<file path="config.mk">
export PLATFORM = sky130hd
export DESIGN_NAME = aging_priority_scheduler_top_flat
export DESIGN_NICKNAME = d
export VERILOG_FILES = /design/src/sv/aps_pkg.sv /design/src/sv/aps_req_if.sv /design/src/sv/aps_rsp_if.sv /design/src/sv/aps_ram.sv /design/src/sv/aps_datapath.sv /design/src/sv/aps_ctrl.sv /design/src/sv/aging_priority_scheduler_top.sv /design/src/flat_wrapper.sv
export SDC_FILE = /design/constraint.sdc
export NUM_CORES = 1
export LEC_CHECK = 0
export ABC_AREA = 1
export BUFFER_PORTS_ARGS = -buffer_cell sky130_fd_sc_hd__buf_2
export CELL_PAD_IN_SITES_DETAIL_PLACEMENT = 1
export CELL_PAD_IN_SITES_GLOBAL_PLACEMENT = 2
export CORE_ASPECT_RATIO = 0.5
export CORE_MARGIN = 2
export CORE_UTILIZATION = 40
export DETAILED_ROUTE_END_ITERATION = 8
export PLACE_DENSITY = 0.77
export SYNTH_ARGS = -nofsm -noshare
export SYNTH_HDL_FRONTEND = slang
export SYNTH_SLANG_ARGS = --single-unit
</file>
<file path="constraint.sdc">
create_clock -name clk -period 5.15 [get_ports clk]
set_clock_uncertainty 0.1 [all_clocks]
set_input_delay 1.03 -clock clk [delete_from_list [all_inputs] [get_ports clk]]
set_output_delay 1.03 -clock clk [all_outputs]
set_load 0.01 [all_outputs]
</file>
<file path="src/sv/aps_pkg.sv">
package aps_pkg;

    localparam int PRIO_BITS = 6;

    typedef logic signed [PRIO_BITS-1:0] prio_t;

    localparam prio_t PRIO_MIN  = -6'sd20;
    localparam prio_t PRIO_MAX  = 6'sd20;
    // Starts above every legal priority so the first entry always wins.
    localparam prio_t BEST_INIT = 6'sd21;

    typedef enum logic [1:0] {
        REQ_APPEND,
        REQ_REMOVE,
        REQ_SET,
        REQ_SCHED
    } aps_req_t;

    typedef enum logic [2:0] {
        STAT_OK,
        STAT_EMPTY,
        STAT_FULL,
        STAT_NOT_FOUND,
        STAT_BAD_PRIO,
        STAT_DUPLICATE
    } aps_status_t;

    typedef enum logic [1:0] {
        S_IDLE,
        S_SCAN,
        S_SHIFT,
        S_DONE
    } aps_state_t;

    typedef struct packed {
        logic        capture;
        logic        issue;
        logic        scan_mode;
        logic        shift_mode;
        logic        shift_start;
        logic        commit_append;
        logic        commit_set;
        logic        commit_sched;
        logic        count_dec;
        logic        set_result;
        aps_status_t res_code;
        logic        res_picked;
        logic        load_out;
    } aps_cmd_t;

    typedef struct packed {
        aps_req_t req_type;
        logic     bp_bad;
        logic     ap_bad;
        logic     found;
        logic     full;
        logic     empty;
        logic     issue_done;
        logic     chk_vld;
    } aps_stat_t;

    function automatic logic prio_ok(prio_t p);
        return (p >= PRIO_MIN) && (p <= PRIO_MAX);
    endfunction

endpackage

</file>
<file path="src/sv/aps_req_if.sv">
interface aps_req_if #(
    parameter int ID_BITS = 8
);
    logic                                valid;
    logic                                ready;
    logic [1:0]                          req_type;
    logic [ID_BITS-1:0]                  task_ident;
    logic signed [aps_pkg::PRIO_BITS-1:0] base_prio;
    logic signed [aps_pkg::PRIO_BITS-1:0] aged_prio;

    modport source (
        output valid, req_type, task_ident, base_prio, aged_prio,
        input  ready
    );

    modport sink (
        input  valid, req_type, task_ident, base_prio, aged_prio,
        output ready
    );
endinterface

</file>
<file path="src/sv/aps_rsp_if.sv">
interface aps_rsp_if #(
    parameter int ID_BITS  = 8,
    parameter int CNT_BITS = 5
);
    logic                valid;
    logic                ready;
    logic [2:0]          status;
    logic [ID_BITS-1:0]  picked_ident;
    logic                picked_valid;
    logic [CNT_BITS-1:0] entry_count;

    modport source (
        output valid, status, picked_ident, picked_valid, entry_count,
        input  ready
    );

    modport sink (
        input  valid, status, picked_ident, picked_valid, entry_count,
        output ready
    );
endinterface

</file>
<file path="src/sv/aps_ram.sv">
module aps_ram #(
    parameter int WIDTH = 20,
    parameter int DEPTH = 16
) (
    input  logic                     clk,
    input  logic                     we,
    input  logic [$clog2(DEPTH)-1:0] waddr,
    input  logic [WIDTH-1:0]         wdata,
    input  logic [$clog2(DEPTH)-1:0] raddr,
    output logic [WIDTH-1:0]         rdata
);
    logic [WIDTH-1:0] mem [DEPTH];

    always_ff @(posedge clk)
    begin
        if (we)
        begin
            mem[waddr] <= wdata;
        end
        rdata <= mem[raddr];
    end
endmodule

</file>
<file path="src/sv/aps_datapath.sv">
module aps_datapath #(
    parameter int MAX_TASKS = 16,
    parameter int ID_BITS   = 8
) (
    input  logic                                  clk,
    input  logic                                  rst_n,
    input  aps_pkg::aps_cmd_t                     cmd,
    output aps_pkg::aps_stat_t                    stat,
    input  logic [1:0]                            req_type,
    input  logic [ID_BITS-1:0]                    task_ident,
    input  logic signed [aps_pkg::PRIO_BITS-1:0]  base_prio,
    input  logic signed [aps_pkg::PRIO_BITS-1:0]  aged_prio,
    output logic [2:0]                            status,
    output logic [ID_BITS-1:0]                    picked_ident,
    output logic                                  picked_valid,
    output logic [$clog2(MAX_TASKS+1)-1:0]        entry_count
);
    localparam int AW = $clog2(MAX_TASKS);
    localparam int CW = $clog2(MAX_TASKS + 1);
    localparam int PB = aps_pkg::PRIO_BITS;
    localparam int EW = ID_BITS + 2 * PB;

    // Captured request.
    aps_pkg::aps_req_t  req_type_reg;
    logic [ID_BITS-1:0] req_id_reg;
    aps_pkg::prio_t     req_bp_reg;
    aps_pkg::prio_t     req_ap_reg;

    // Table bookkeeping and scan pipeline.
    logic [CW-1:0]      count_reg;
    logic [CW-1:0]      count_next;
    logic [CW-1:0]      issue_idx_reg;
    logic [CW-1:0]      chk_idx_reg;
    logic               chk_vld_reg;
    logic               found_reg;
    logic [AW-1:0]      pos_reg;
    aps_pkg::prio_t     best_reg;
    logic [AW-1:0]      sel_reg;
    logic [ID_BITS-1:0] sel_ident_reg;
    aps_pkg::prio_t     sel_static_reg;

    // Result of the request and the output register.
    aps_pkg::aps_status_t res_status_reg;
    logic                 res_picked_reg;
    aps_pkg::aps_status_t out_status_reg;
    logic [ID_BITS-1:0]   out_ident_reg;
    logic                 out_pvalid_reg;
    logic [CW-1:0]        out_count_reg;

    // RAM port signals.
    logic          ram_we;
    logic [AW-1:0] ram_waddr;
    logic [EW-1:0] ram_wdata;
    logic [EW-1:0] ram_rdata;

    logic [ID_BITS-1:0] rd_ident;
    aps_pkg::prio_t     rd_static;
    aps_pkg::prio_t     rd_dyn;
    aps_pkg::prio_t     rd_aged;
    logic [CW-1:0]      shift_dst;
    logic               scan_hit;
    logic               is_sched;

    aps_ram #(
        .WIDTH (EW),
        .DEPTH (MAX_TASKS)
    ) u_table (
        .clk   (clk),
        .we    (ram_we),
        .waddr (ram_waddr),
        .wdata (ram_wdata),
        .raddr (issue_idx_reg[AW-1:0]),
        .rdata (ram_rdata)
    );

    assign rd_ident  = ram_rdata[EW-1 -: ID_BITS];
    assign rd_static = aps_pkg::prio_t'(ram_rdata[2*PB-1 -: PB]);
    assign rd_dyn    = aps_pkg::prio_t'(ram_rdata[PB-1:0]);
    assign rd_aged   = (rd_dyn > aps_pkg::PRIO_MIN) ? rd_dyn - 6'sd1 : rd_dyn;
    assign shift_dst = chk_idx_reg - CW'(1);
    assign scan_hit  = cmd.scan_mode && chk_vld_reg;
    assign is_sched  = (req_type_reg == aps_pkg::REQ_SCHED);

    // The controller never overlaps a commit with a pending read, so these
    // writers are mutually exclusive.
    always_comb
    begin
        ram_we    = 1'b0;
        ram_waddr = '0;
        ram_wdata = '0;
        if (scan_hit && is_sched)
        begin
            ram_we    = 1'b1;
            ram_waddr = chk_idx_reg[AW-1:0];
            ram_wdata = {rd_ident, rd_static, rd_aged};
        end
        else if (cmd.shift_mode && chk_vld_reg)
        begin
            ram_we    = 1'b1;
            ram_waddr = shift_dst[AW-1:0];
            ram_wdata = ram_rdata;
        end
        else if (cmd.commit_append)
        begin
            ram_we    = 1'b1;
            ram_waddr = count_reg[AW-1:0];
            ram_wdata = {req_id_reg, req_bp_reg, req_ap_reg};
        end
        else if (cmd.commit_set)
        begin
            ram_we    = 1'b1;
            ram_waddr = pos_reg;
            ram_wdata = {req_id_reg, req_bp_reg, req_bp_reg};
        end
        else if (cmd.commit_sched)
        begin
            ram_we    = 1'b1;
            ram_waddr = sel_reg;
            ram_wdata = {sel_ident_reg, sel_static_reg, sel_static_reg};
        end
    end

    always_comb
    begin
        count_next = count_reg;
        if (cmd.commit_append)
        begin
            count_next = count_reg + CW'(1);
        end
        else if (cmd.count_dec)
        begin
            count_next = count_reg - CW'(1);
        end
    end

    always_ff @(posedge clk or negedge rst_n)
    begin
        if (!rst_n)
        begin
            count_reg     <= '0;
            issue_idx_reg <= '0;
            chk_idx_reg   <= '0;
            chk_vld_reg   <= 1'b0;
            found_reg     <= 1'b0;
            pos_reg       <= '0;
            best_reg      <= aps_pkg::BEST_INIT;
            sel_reg       <= '0;
        end
        else
        begin
            count_reg   <= count_next;
            chk_vld_reg <= cmd.issue;
            if (cmd.issue)
            begin
                chk_idx_reg   <= issue_idx_reg;
                issue_idx_reg <= issue_idx_reg + CW'(1);
            end
            if (cmd.capture)
            begin
                issue_idx_reg <= '0;
                found_reg     <= 1'b0;
                best_reg      <= aps_pkg::BEST_INIT;
            end
            if (cmd.shift_start)
            begin
                issue_idx_reg <= CW'(pos_reg) + CW'(1);
            end
            if (scan_hit)
            begin
                if (rd_ident == req_id_reg && !found_reg)
                begin
                    found_reg <= 1'b1;
                    pos_reg   <= chk_idx_reg[AW-1:0];
                end
                if (is_sched && rd_dyn < best_reg)
                begin
                    best_reg <= rd_dyn;
                    sel_reg  <= chk_idx_reg[AW-1:0];
                end
            end
        end
    end

    always_ff @(posedge clk)
    begin
        if (cmd.capture)
        begin
            req_type_reg <= aps_pkg::aps_req_t'(req_type);
            req_id_reg   <= task_ident;
            req_bp_reg   <= base_prio;
            req_ap_reg   <= aged_prio;
        end
        if (scan_hit && is_sched && rd_dyn < best_reg)
        begin
            sel_ident_reg  <= rd_ident;
            sel_static_reg <= rd_static;
        end
        if (cmd.set_result)
        begin
            res_status_reg <= cmd.res_code;
            res_picked_reg <= cmd.res_picked;
        end
        if (cmd.load_out)
        begin
            out_status_reg <= res_status_reg;
            out_ident_reg  <= res_picked_reg ? sel_ident_reg : '0;
            out_pvalid_reg <= res_picked_reg;
            out_count_reg  <= count_reg;
        end
    end

    assign stat.req_type   = req_type_reg;
    assign stat.bp_bad     = !aps_pkg::prio_ok(req_bp_reg);
    assign stat.ap_bad     = !aps_pkg::prio_ok(req_ap_reg);
    assign stat.found      = found_reg;
    assign stat.full       = (count_reg == CW'(MAX_TASKS));
    assign stat.empty      = (count_reg == '0);
    assign stat.issue_done = (issue_idx_reg == count_reg);
    assign stat.chk_vld    = chk_vld_reg;

    assign status       = out_status_reg;
    assign picked_ident = out_ident_reg;
    assign picked_valid = out_pvalid_reg;
    assign entry_count  = out_count_reg;

    a_count_bound: assert property (@(posedge clk) disable iff (!rst_n)
        count_reg <= CW'(MAX_TASKS))
        else $error("ready count exceeds table depth");

    a_commit_no_overlap: assert property (@(posedge clk) disable iff (!rst_n)
        (cmd.commit_append || cmd.commit_set || cmd.commit_sched) |-> !chk_vld_reg)
        else $error("commit write collides with a pending table read");

    a_append_grows: assert property (@(posedge clk) disable iff (!rst_n)
        cmd.commit_append |=> count_reg == $past(count_reg) + CW'(1))
        else $error("append did not grow the table by one");

    a_shift_needs_hit: assert property (@(posedge clk) disable iff (!rst_n)
        cmd.shift_start |-> found_reg && !stat.empty)
        else $error("remove shift started without a matching entry");

    a_pick_is_ok: assert property (@(posedge clk) disable iff (!rst_n)
        cmd.load_out |=> !out_pvalid_reg || out_status_reg == aps_pkg::STAT_OK)
        else $error("picked task reported with an error status");
endmodule

</file>
<file path="src/sv/aps_ctrl.sv">
module aps_ctrl (
    input  logic               clk,
    input  logic               rst_n,
    input  logic               in_valid,
    output logic               in_ready,
    output logic               out_valid,
    input  logic               out_ready,
    input  aps_pkg::aps_stat_t stat,
    output aps_pkg::aps_cmd_t  cmd
);
    aps_pkg::aps_state_t state_reg;
    aps_pkg::aps_state_t state_next;
    logic                out_valid_reg;
    logic                out_valid_next;

    always_ff @(posedge clk or negedge rst_n)
    begin
        if (!rst_n)
        begin
            state_reg     <= aps_pkg::S_IDLE;
            out_valid_reg <= 1'b0;
        end
        else
        begin
            state_reg     <= state_next;
            out_valid_reg <= out_valid_next;
        end
    end

    always_comb
    begin
        state_next = state_reg;
        cmd        = '0;
        in_ready   = 1'b0;
        case (state_reg)
            aps_pkg::S_IDLE:
            begin
                in_ready = 1'b1;
                if (in_valid)
                begin
                    cmd.capture = 1'b1;
                    state_next  = aps_pkg::S_SCAN;
                end
            end
            aps_pkg::S_SCAN:
            begin
                cmd.scan_mode = 1'b1;
                cmd.issue     = !stat.issue_done;
                if (stat.issue_done && !stat.chk_vld)
                begin
                    cmd.set_result = 1'b1;
                    cmd.res_code   = aps_pkg::STAT_OK;
                    state_next     = aps_pkg::S_DONE;
                    case (stat.req_type)
                        aps_pkg::REQ_APPEND:
                        begin
                            if (stat.bp_bad || stat.ap_bad)
                            begin
                                cmd.res_code = aps_pkg::STAT_BAD_PRIO;
                            end
                            else if (stat.found)
                            begin
                                cmd.res_code = aps_pkg::STAT_DUPLICATE;
                            end
                            else if (stat.full)
                            begin
                                cmd.res_code = aps_pkg::STAT_FULL;
                            end
                            else
                            begin
                                cmd.commit_append = 1'b1;
                            end
                        end
                        aps_pkg::REQ_REMOVE:
                        begin
                            if (!stat.found)
                            begin
                                cmd.res_code = aps_pkg::STAT_NOT_FOUND;
                            end
                            else
                            begin
                                cmd.shift_start = 1'b1;
                                state_next      = aps_pkg::S_SHIFT;
                            end
                        end
                        aps_pkg::REQ_SET:
                        begin
                            if (stat.bp_bad)
                            begin
                                cmd.res_code = aps_pkg::STAT_BAD_PRIO;
                            end
                            else if (!stat.found)
                            begin
                                cmd.res_code = aps_pkg::STAT_NOT_FOUND;
                            end
                            else
                            begin
                                cmd.commit_set = 1'b1;
                            end
                        end
                        default:
                        begin
                            if (stat.empty)
                            begin
                                cmd.res_code = aps_pkg::STAT_EMPTY;
                            end
                            else
                            begin
                                cmd.commit_sched = 1'b1;
                                cmd.res_picked   = 1'b1;
                            end
                        end
                    endcase
                end
            end
            aps_pkg::S_SHIFT:
            begin
                cmd.shift_mode = 1'b1;
                cmd.issue      = !stat.issue_done;
                if (stat.issue_done && !stat.chk_vld)
                begin
                    cmd.count_dec = 1'b1;
                    state_next    = aps_pkg::S_DONE;
                end
            end
            aps_pkg::S_DONE:
            begin
                if (!out_valid_reg || out_ready)
                begin
                    cmd.load_out = 1'b1;
                    state_next   = aps_pkg::S_IDLE;
                end
            end
            default:
            begin
                state_next = aps_pkg::S_IDLE;
            end
        endcase
        out_valid_next = (out_valid_reg && !out_ready) || cmd.load_out;
    end

    assign out_valid = out_valid_reg;
endmodule

</file>
<file path="src/sv/aging_priority_scheduler_top.sv">
// Ready-table scheduler with priority aging.
// Requests arrive on the req channel (append, remove, set priority, schedule) and
// every request produces exactly one result transfer on the rsp channel carrying
// a status code, the picked task id and valid flag, and the table's entry count.
// A request is taken only while the block is idle; one request is in work at a
// time. Every request first scans the n live entries from the table RAM, one read
// per cycle with a registered read; a successful remove then copies the entries
// behind the hit down by one. The result is then loaded into the output register,
// and only after that does the block return to idle for the next request. The
// scan loop through the single-read table RAM bounds the request rate.
// The result sits in an output register, so a new request is accepted while the
// previous result waits; if the receiver still stalls when the next result is
// ready, the block holds it and waits before taking more requests.
// Reset empties the table (entry count zero) and clears the output valid; table
// contents are not cleared, since entries past the count are never read.
module aging_priority_scheduler_top #(
    parameter int MAX_TASKS = 16,
    parameter int ID_BITS   = 8
) (
    input logic        clk,
    input logic        rst_n,
    aps_req_if.sink    req,
    aps_rsp_if.source  rsp
);
    aps_pkg::aps_cmd_t  cmd;
    aps_pkg::aps_stat_t stat;

    // The sequencer owns the handshakes and the request flow.
    aps_ctrl u_ctrl (
        .clk       (clk),
        .rst_n     (rst_n),
        .in_valid  (req.valid),
        .in_ready  (req.ready),
        .out_valid (rsp.valid),
        .out_ready (rsp.ready),
        .stat      (stat),
        .cmd       (cmd)
    );

    // The datapath holds the table RAM, the scan pipeline and the result
    // registers; it only acts on commands from the sequencer.
    aps_datapath #(
        .MAX_TASKS (MAX_TASKS),
        .ID_BITS   (ID_BITS)
    ) u_datapath (
        .clk          (clk),
        .rst_n        (rst_n),
        .cmd          (cmd),
        .stat         (stat),
        .req_type     (req.req_type),
        .task_ident   (req.task_ident),
        .base_prio    (req.base_prio),
        .aged_prio    (req.aged_prio),
        .status       (rsp.status),
        .picked_ident (rsp.picked_ident),
        .picked_valid (rsp.picked_valid),
        .entry_count  (rsp.entry_count)
    );
endmodule
</file>
<file path="src/flat_wrapper.sv">
// flat-port wrapper written by rule: the top's interface ports become plain ports
module aging_priority_scheduler_top_flat 
#(
    parameter int MAX_TASKS = 16,
    parameter int ID_BITS   = 8
)
  (clk, rst_n, req_valid, req_req_type, req_task_ident, req_base_prio, req_aged_prio, req_ready, rsp_valid, rsp_status, rsp_picked_ident, rsp_picked_valid, rsp_entry_count, rsp_ready);
  aps_req_if #(.ID_BITS(ID_BITS)) req_i ();
  aps_rsp_if #(.ID_BITS(ID_BITS)) rsp_i ();
  input logic clk;
  input logic rst_n;
  input wire logic [$bits(req_i.valid)-1:0] req_valid;
  input wire logic [$bits(req_i.req_type)-1:0] req_req_type;
  input wire logic [$bits(req_i.task_ident)-1:0] req_task_ident;
  input wire logic [$bits(req_i.base_prio)-1:0] req_base_prio;
  input wire logic [$bits(req_i.aged_prio)-1:0] req_aged_prio;
  output wire logic [$bits(req_i.ready)-1:0] req_ready;
  output wire logic [$bits(rsp_i.valid)-1:0] rsp_valid;
  output wire logic [$bits(rsp_i.status)-1:0] rsp_status;
  output wire logic [$bits(rsp_i.picked_ident)-1:0] rsp_picked_ident;
  output wire logic [$bits(rsp_i.picked_valid)-1:0] rsp_picked_valid;
  output wire logic [$bits(rsp_i.entry_count)-1:0] rsp_entry_count;
  input wire logic [$bits(rsp_i.ready)-1:0] rsp_ready;
  assign req_i.valid = req_valid;
  assign req_i.req_type = req_req_type;
  assign req_i.task_ident = req_task_ident;
  assign req_i.base_prio = req_base_prio;
  assign req_i.aged_prio = req_aged_prio;
  assign req_ready = req_i.ready;
  assign rsp_valid = rsp_i.valid;
  assign rsp_status = rsp_i.status;
  assign rsp_picked_ident = rsp_i.picked_ident;
  assign rsp_picked_valid = rsp_i.picked_valid;
  assign rsp_entry_count = rsp_i.entry_count;
  assign rsp_i.ready = rsp_ready;
  aging_priority_scheduler_top #(.MAX_TASKS(MAX_TASKS), .ID_BITS(ID_BITS)) u_core (.clk(clk), .rst_n(rst_n), .req(req_i), .rsp(rsp_i));
endmodule
</file>
==> results.sh, run 1 <==
export IMPL_cts_made_buffers=41
export IMPL_globalplace_congestion=0.854
export IMPL_critPathSlowestCell="ha_1"
export IMPL_cp_start_kind="flip-flop"
export IMPL_cts_hold_buf=0
export IMPL_synthToLayoutAreaGrowth_pct=12.4
export IMPL_fin_setup_tns_ns=0
export IMPL_ys_types=44
export IMPL_hp_class="reg -> reg"
export IMPL_slew_violations=0
export IMPL_antenna_found_initial=1
export IMPL_clk_latency_ns=0.55
export IMPL_final_cell_mix="edfxtp_1, o21ai_0, nor2_1"
export IMPL_path_clk_slew_ns=0.06
export IMPL_clock_fmax_ghz=0.280
export IMPL_syn_area_sq_mm=0.0177
export IMPL_avgSynthCellArea_sq_um=12.0
export IMPL_synthCells=1475
export IMPL_hold_viol=0
export IMPL_layout_drive_gt1_share_pct=11.6
export IMPL_dieArea_sq_mm=0.0460
export IMPL_clk_path_buf_depth=3
export IMPL_io_pins=45
export IMPL_die_w_um=301
export IMPL_ctsResizeCount=0
export IMPL_postCtsSetupRepairBufs=0
export IMPL_cpMostUsedCell="nand2_2"
export IMPL_core_area_sq_mm=0.0436
export IMPL_routed_wl_um=51800
export IMPL_powerDensity_mw_per_mm2=589
export IMPL_drt_iter0_markers=1114
export IMPL_finalNonFillerCells=2139
export IMPL_ys_seq_area_share_pct=71.0
export IMPL_initial_core_util_pct=40.6
export IMPL_leakage_nw=7.06
export IMPL_min_to="u_core.u_datapath.status[2]"
export IMPL_yosys_top_cells_area="edfxtp_1, o21ai_0, nor2_1"
export IMPL_rrSetupSlack_ns=1.58
export IMPL_ant_nets=0
export IMPL_grt_pass1_wl_um=78100
export IMPL_final_area_sq_mm=0.0199
export IMPL_r2r_cells=12
export IMPL_placedInstanceArea_sq_mm=0.0186
export IMPL_largest_register_ffs=320
export IMPL_syn_nets=1519
export IMPL_layout_commonest_cell="edfxtp_1"
export IMPL_wl_per_cell_um=24.2
export IMPL_critical_path_max_stage_delay_ns=0.65
export IMPL_cts_sinks=430
export IMPL_r2r_start="u_core.u_ctrl.state_reg[1]"
export IMPL_dr_pass1_iters=5
export IMPL_finalCritPeriodShare_pct=69.3
export IMPL_top_register="u_core.u_datapath.u_table.mem"
export IMPL_reg_largest_list="u_core.u_datapath.u_table.mem: 320 flops, u_core.u_datapath.u_table.rdata: 20 flops"
export IMPL_path_cells="inv_1 -> ha_1 -> nand3_4 -> nor2_4 -> nand2_1 -> and2_1 -> nand3_1 -> nand2_2 -> inv_2 -> nand2_2 -> nor2_2 -> buf_4"
export IMPL_fill_cells=4611
export IMPL_yosysWarnings=0
export IMPL_viasPerCell=5.60
export IMPL_grt_pass1_vias=12400
export IMPL_nets=1564
export IMPL_path_max_fanout=20
export IMPL_finalSetupViolCount=0
export IMPL_worstHoldStart="u_core.u_datapath.res_status_reg[2]"
export IMPL_gr_usage_all_layers_pct=22.6
export IMPL_cp_end_kind="flip-flop"
export IMPL_yosysTopAreaCellShare_pct=64.0
export IMPL_hold_path_cell_count=0
export IMPL_cap_violations=0
export IMPL_r2r_end="u_core.u_datapath.u_table.mem[2][18]"
export IMPL_critPathArrivalTime_ns=3.70
export IMPL_cts_root_buf="clkbuf_16"
export IMPL_cts_tree="built"
export IMPL_dp_hpwl_um=32900
export IMPL_n_antenna_cell=0
export IMPL_worst_setup_path_type="reg -> reg"
export IMPL_rsz0062_at_grt="no"
export IMPL_vias=12000
export IMPL_slew_headroom_pct=18.8
export IMPL_yosys_area_top_type="edfxtp_1"
export IMPL_place_ws_ns=1.60
export IMPL_peakVddDrop_mv=0.331
export IMPL_die_y_um=153
export IMPL_ys_ff_latch=430
export IMPL_worstPathRequired_ns=5.28
export IMPL_worst_pin_slew_ns=1.22
export IMPL_period_minus_slack_ns=3.57
export IMPL_port_buffers=44
export IMPL_cts_max_level=2
export IMPL_outcome="finished clean"
export IMPL_grt_max_degree=98
export IMPL_grt_overflow_total=0
export IMPL_drc=0
export IMPL_fp_row_count=54
export IMPL_fin_ws_ns=1.58
export IMPL_dp_cells=2065
export IMPL_holdWs_ns=0.320
[stage by stage]
| stage | power, mW | utilization (%) |
|---|---|---|
| after floorplan | 7.27 | - |
| after global placement | 8.71 | 42.8 |
| after detailed placement | 8.86 | 42.8 |
| after CTS | 11.7 | 45.6 |
| after global routing | 12.3 | 45.6 |
| final | 11.7 | 45.6 |
[logic make-up (layout without fill, tap and decap cells)]
logic type | Yosys count | after routing | share of synthesized area, %
AO/OA/AOI/OAI | 360 | 360 | 11.7
XOR/XNOR | 13 | 13 | 0.644
adder cells (fa/ha/maj) | 18 | 18 | 1.32
buffers and inverters | 171 | 247 | 3.69
flip-flops | 430 | 430 | 71.0
AND/OR/NAND/NOR | 483 | 483 | 11.6
[how the worst max path moves through the flow]
stage,from,endpoint,slack [ns],depth (start not counted)
detailed placement,u_core.u_ctrl.state_reg[1],u_core.u_datapath.sel_ident_reg[0],1.60,7
global route,u_core.u_ctrl.state_reg[1],u_core.u_datapath.best_reg[0],1.28,10
floorplan,u_core.u_ctrl.state_reg[1],u_core.u_datapath.u_table.mem[11][0],2.04,11
CTS,u_core.u_ctrl.state_reg[1],u_core.u_datapath.sel_static_reg[5],1.59,7
global placement,u_core.u_ctrl.state_reg[1],u_core.u_datapath.u_table.mem[2][14],1.74,12
finish,u_core.u_ctrl.state_reg[1],u_core.u_datapath.u_table.mem[2][18],1.58,12
[critical path, delay by kind of cell, from the launching register on]
family                     cells  cell delay [ns]
adders and majority gates      1             0.65
buffers and inverters          3             0.53
DFF                            1             0.43
and+or+nand+nor                8             1.52
[cell usage after synthesis (all sizes together)]
master and number:
and2 4, nand2 175, a21oi 27, nor3 1
dfxtp 20, ha 17, o211ai 14, o32ai 1
nand3b 1, edfxtp 377, a21boi 1, or2 2
o31ai 1, o2111ai 2, a311oi 1, clkinv 2
nor2 206, xor2 10, xnor2 3, dfrtp 30
nand3 79, nor4 1, clkbuf 65, fa 1
inv 97, dfstp 3, a221oi 2, o21ai 220
buf 7, a211oi 2, o311ai 1, a31oi 2
o221ai 36, nand4 14, o22ai 50
[layer usage]
layer | routed length (um) | track usage, % | share of wire [%] | up-vias
li1 | - | - | - | 5425
met1 | 23200 | 32.5 | 45 | 6087
met2 | 23400 | 34.8 | 45 | 410
met3 | 4330 | 5.46 | 8.4 | 63
met4 | 872 | 5.00 | 1.7 | 0
met5 | 0 | 0 | 0 | -
[where the power goes]
part	total [mW]	switching [mW]	internal (mW)
Sequential	4.99	0.310	4.68
Combinational	3.83	2.88	0.948
Clock	2.87	1.30	1.57
Total	11.7	4.49	7.20
[layout make-up]
class,count,area (sq um),area share [%]
Clock inverter,18,123,0.617
Clock buffer,56,1110,5.60
Inverter,99,374,1.88
Tap cell,588,736,3.70
Timing Repair Buffer,74,445,2.24
Multi-Input combinational cell,874,4520,22.8
Sequential cell,430,12600,63.2
(Power assumes the default switching activity.)
==> run 2, diff against run 1 <==
--- a/config.mk
+++ b/config.mk
@@ -5,7 +5,7 @@
 export SDC_FILE = /design/constraint.sdc
 export NUM_CORES = 1
 export LEC_CHECK = 0
-export ABC_AREA = 1
+export ABC_AREA = 0
 export BUFFER_PORTS_ARGS = -buffer_cell sky130_fd_sc_hd__buf_2
 export CELL_PAD_IN_SITES_DETAIL_PLACEMENT = 1
 export CELL_PAD_IN_SITES_GLOBAL_PLACEMENT = 2
@@ -13,7 +13,7 @@
 export CORE_MARGIN = 2
 export CORE_UTILIZATION = 40
 export DETAILED_ROUTE_END_ITERATION = 8
-export PLACE_DENSITY = 0.77
+export PLACE_DENSITY = 0.73
 export SYNTH_ARGS = -nofsm -noshare
 export SYNTH_HDL_FRONTEND = slang
 export SYNTH_SLANG_ARGS = --single-unit
==> constraint.sdc (replaced) <==
create_clock -name clk -period 2.9 [get_ports clk]
set_clock_uncertainty 0.1 [all_clocks]
set_input_delay 0.58 -clock clk [delete_from_list [all_inputs] [get_ports clk]]
set_output_delay 0.58 -clock clk [all_outputs]
set_load 0.01 [all_outputs]
==> run 2 against run 1 <==
Flip-flop and latch count is the same. The run now ends with setup timing left. Critical endpoint is now u_core.u_datapath.u_table.mem[13][8]. Critical path type unchanged. Highest routed layer unchanged. Largest cell class unchanged. Largest power group unchanged. Synthesized cell count shrank 39%. Wire length shrank 18%.
==> results.sh, run 2 <==
export IMPL_placedInstanceArea_sq_mm=0.0187
export IMPL_synthFlopType="edfxtp_1"
export IMPL_ys_seq_area_share_pct=73.0
export IMPL_ys_types=65
export IMPL_drc=0
export IMPL_cts_hold_buf=0
export IMPL_layout_drive_gt1_share_pct=35.2
export IMPL_ant_nets=0
export IMPL_synth_compound_area_share_pct=4.04
export IMPL_worst_setup_path_type="reg -> reg"
export IMPL_grt_max_degree=85
export IMPL_dp_cells=1548
export IMPL_syn_area_sq_mm=0.0172
export IMPL_met3_usage_pct=4.31
export IMPL_fp_row_count=53
export IMPL_peakVddDrop_mv=0.553
export IMPL_synth_top_family_by_area="multiplexers"
export IMPL_finalSetupViolCount=75
export IMPL_cp_end_kind="flip-flop"
export IMPL_cts_root_buf="clkbuf_16"
export IMPL_cts_sinks=430
export IMPL_synthToLayoutAreaGrowth_pct=19.2
export IMPL_routed_wl_um=42200
export IMPL_core_area_sq_mm=0.0422
export IMPL_synth_simple_gate_area_share_pct=4.49
export IMPL_path_cells="buf_6 -> nor4_4 -> buf_4 -> a21oi_4 -> a22o_1 -> a211oi_4 -> buf_4 -> nand2b_4 -> nor2_4 -> clkbuf_16"
export IMPL_cts_tree="built"
export IMPL_yosys_top_cells_area="edfxtp_1, mux4_2, dfrtp_1"
export IMPL_syn_nets=939
export IMPL_hp_class="in -> async"
export IMPL_critPathArrivalTime_ns=3.16
export IMPL_synth_mux_area_share_pct=14.2
export IMPL_leakage_nw=7.08
export IMPL_multiInputGateArea_sq_mm=0.00457
export IMPL_path_max_fanout=10
export IMPL_ys_top_cells_by_count="edfxtp_1, mux4_2, nand2_1, nor2_1, inv_1"
export IMPL_period_minus_slack_ns=2.99
export IMPL_ys_ff_latch=430
export IMPL_finalCritPeriodShare_pct=103
export IMPL_cts_made_buffers=40
export IMPL_clock_fmax_ghz=0.334
export IMPL_synth_async_reset_ratio_pct=7.67
export IMPL_worstPathRequired_ns=3.07
export IMPL_use_met2_pct=28.4
export IMPL_io_pins=45
export IMPL_grt_use_met1_pct=27.4
export IMPL_r2r_start="u_core.u_datapath.count_reg[3]"
export IMPL_avgSynthCellArea_sq_um=19.2
export IMPL_dr_pass1_iters=6
export IMPL_fin_ws_ns=-0.0896
export IMPL_wl_per_cell_um=25.7
export IMPL_die_w_um=297
export IMPL_finalNonFillerCells=1642
export IMPL_clk_latency_ns=0.56
export IMPL_antenna_found_initial=2
export IMPL_hold_viol=0
export IMPL_slew_violations=0
export IMPL_critPathSlowestCell="a211oi_4"
export IMPL_die_y_um=151
export IMPL_top_register="u_core.u_datapath.u_table.mem"
export IMPL_yosysWarnings=0
export IMPL_n_antenna_cell=0
export IMPL_synth_most_common_cell="edfxtp_1"
export IMPL_port_buffers=44
export IMPL_reg_largest_list="u_core.u_datapath.u_table.mem: 320 flops, u_core.u_datapath.u_table.rdata: 20 flops"
export IMPL_vias=9141
export IMPL_r2r_end="u_core.u_datapath.u_table.mem[13][8]"
export IMPL_grt_overflow_total=0
export IMPL_rrSetupSlack_ns=-0.09
export IMPL_layout_commonest_cell="edfxtp_1"
export IMPL_grt_pass1_vias=9368
export IMPL_final_util_pct=48.6
export IMPL_endpoint="u_core.u_datapath.u_table.mem[13][8]"
export IMPL_crit_path_start="u_core.u_datapath.count_reg[3]"
export IMPL_slew_headroom_pct=45.0
export IMPL_drt_iter0_markers=871
export IMPL_globalplace_congestion=0.800
export IMPL_fill_cells=3924
export IMPL_synth_xor_area_share_pct=1.21
export IMPL_initial_core_util_pct=40.8
export IMPL_viasPerCell=5.57
export IMPL_dp_hpwl_um=26600
export IMPL_busiest_layer="met2"
export IMPL_cap_violations=0
export IMPL_largest_register_ffs=320
export IMPL_nets=1085
export IMPL_critical_path_max_stage_delay_ns=0.46
export IMPL_dieArea_sq_mm=0.0448
export IMPL_grt_pass1_wl_um=61400
export IMPL_yosys_area_top_type="edfxtp_1"
export IMPL_outcome="complete, but fails checks"
export IMPL_rsz0062_at_grt="yes"
export IMPL_path_clk_slew_ns=0.07
export IMPL_seqCellArea_sq_mm=0.0126
export IMPL_clk_path_buf_depth=3
export IMPL_cp_start_kind="flip-flop"
export IMPL_cts_max_level=2
export IMPL_yosys_area_share_adder_pct=1.35
export IMPL_final_cell_mix="edfxtp_1, mux4_2, buf_4"
export IMPL_powerDensity_mw_per_mm2=964
export IMPL_final_area_sq_mm=0.0205
export IMPL_gr_usage_all_layers_pct=18.6
export IMPL_cpMostUsedCell="buf_4"
export IMPL_violations="setup timing"
export IMPL_r2r_cells=10
export IMPL_synth_edf_count=377
export IMPL_yosysTopAreaCellShare_pct=65.8
export IMPL_synthCells=895
export IMPL_worst_pin_slew_ns=0.826
run 2: timing repair:
action,in CTS,in global routing
setup endpoints to repair,488,513
gates resized for setup,14,41
gates cloned,0,10
pin swaps,2,11
setup buffers,3,15
run 2: cells by family after synthesis:
logic type / count (synthesis)
muxes: 117
and+or+nand+nor: 147
xor gates and xnor gates: 23
buffers and inverters: 70
AOI/OAI and AO/OA: 90
DFF: 430
adders and majority gates: 18
run 2: critical path, delay by kind of cell (launching register included):
kind            cells  cell delay, ns
buf+inv             4            0.74
compound gates      3            0.80
flops               1            0.39
simple gates        3            0.64
run 2: through the flow:
step                hold WS, ns  setup WS, ns  setup TNS [ns]  total power, mW
floorplan                 0.184        -0.276          -63.54             12.3
global placement          0.313       -0.0611          -10.78             14.4
detailed placement        0.315        -0.235          -52.01             14.6
CTS                      0.0185       0.00250               0             19.6
global route             0.0426        -0.164          -17.85             20.7
finish                  0.00263       -0.0896           -2.36             19.8
run 2: cell type report:
cell class	instances	area share (%)
timing repair buffer	140	6.47
inverter	34	0.623
multi-input combinational	395	22.3
sequential	430	61.3
clock buffer	55	5.31
tap	577	3.52
clock inverter	11	0.531
run 2: worst min path at each step:
stage | start | end | cells past startpoint
detailed placement | u_core.u_datapath.res_status_reg[1] | u_core.u_datapath.status[1] | 0
global route | rst_n | u_core.u_datapath.best_reg[1] | 1
global placement | u_core.u_datapath.res_status_reg[0] | u_core.u_datapath.status[0] | 0
floorplan | rst_n | u_core.u_ctrl.out_valid | 0
finish | rst_n | u_core.u_datapath.best_reg[1] | 1
CTS | rst_n | u_core.u_datapath.best_reg[1] | 1
run 2: per-layer routing:
| metal | part of all wire [%] | vias up |
|---|---|---|
| met4 | 1.2 | 0 |
| li1 | - | 3903 |
| met2 | 46 | 293 |
| met1 | 46 | 4903 |
| met3 | 6.7 | 42 |
| met5 | 0 | - |
run 2: report_power, final:
part           switching [mW]  internal (mW)
Clock                    2.25           2.73
Combinational            3.57           2.76
Sequential              0.443           8.02
Total                    6.26           13.5
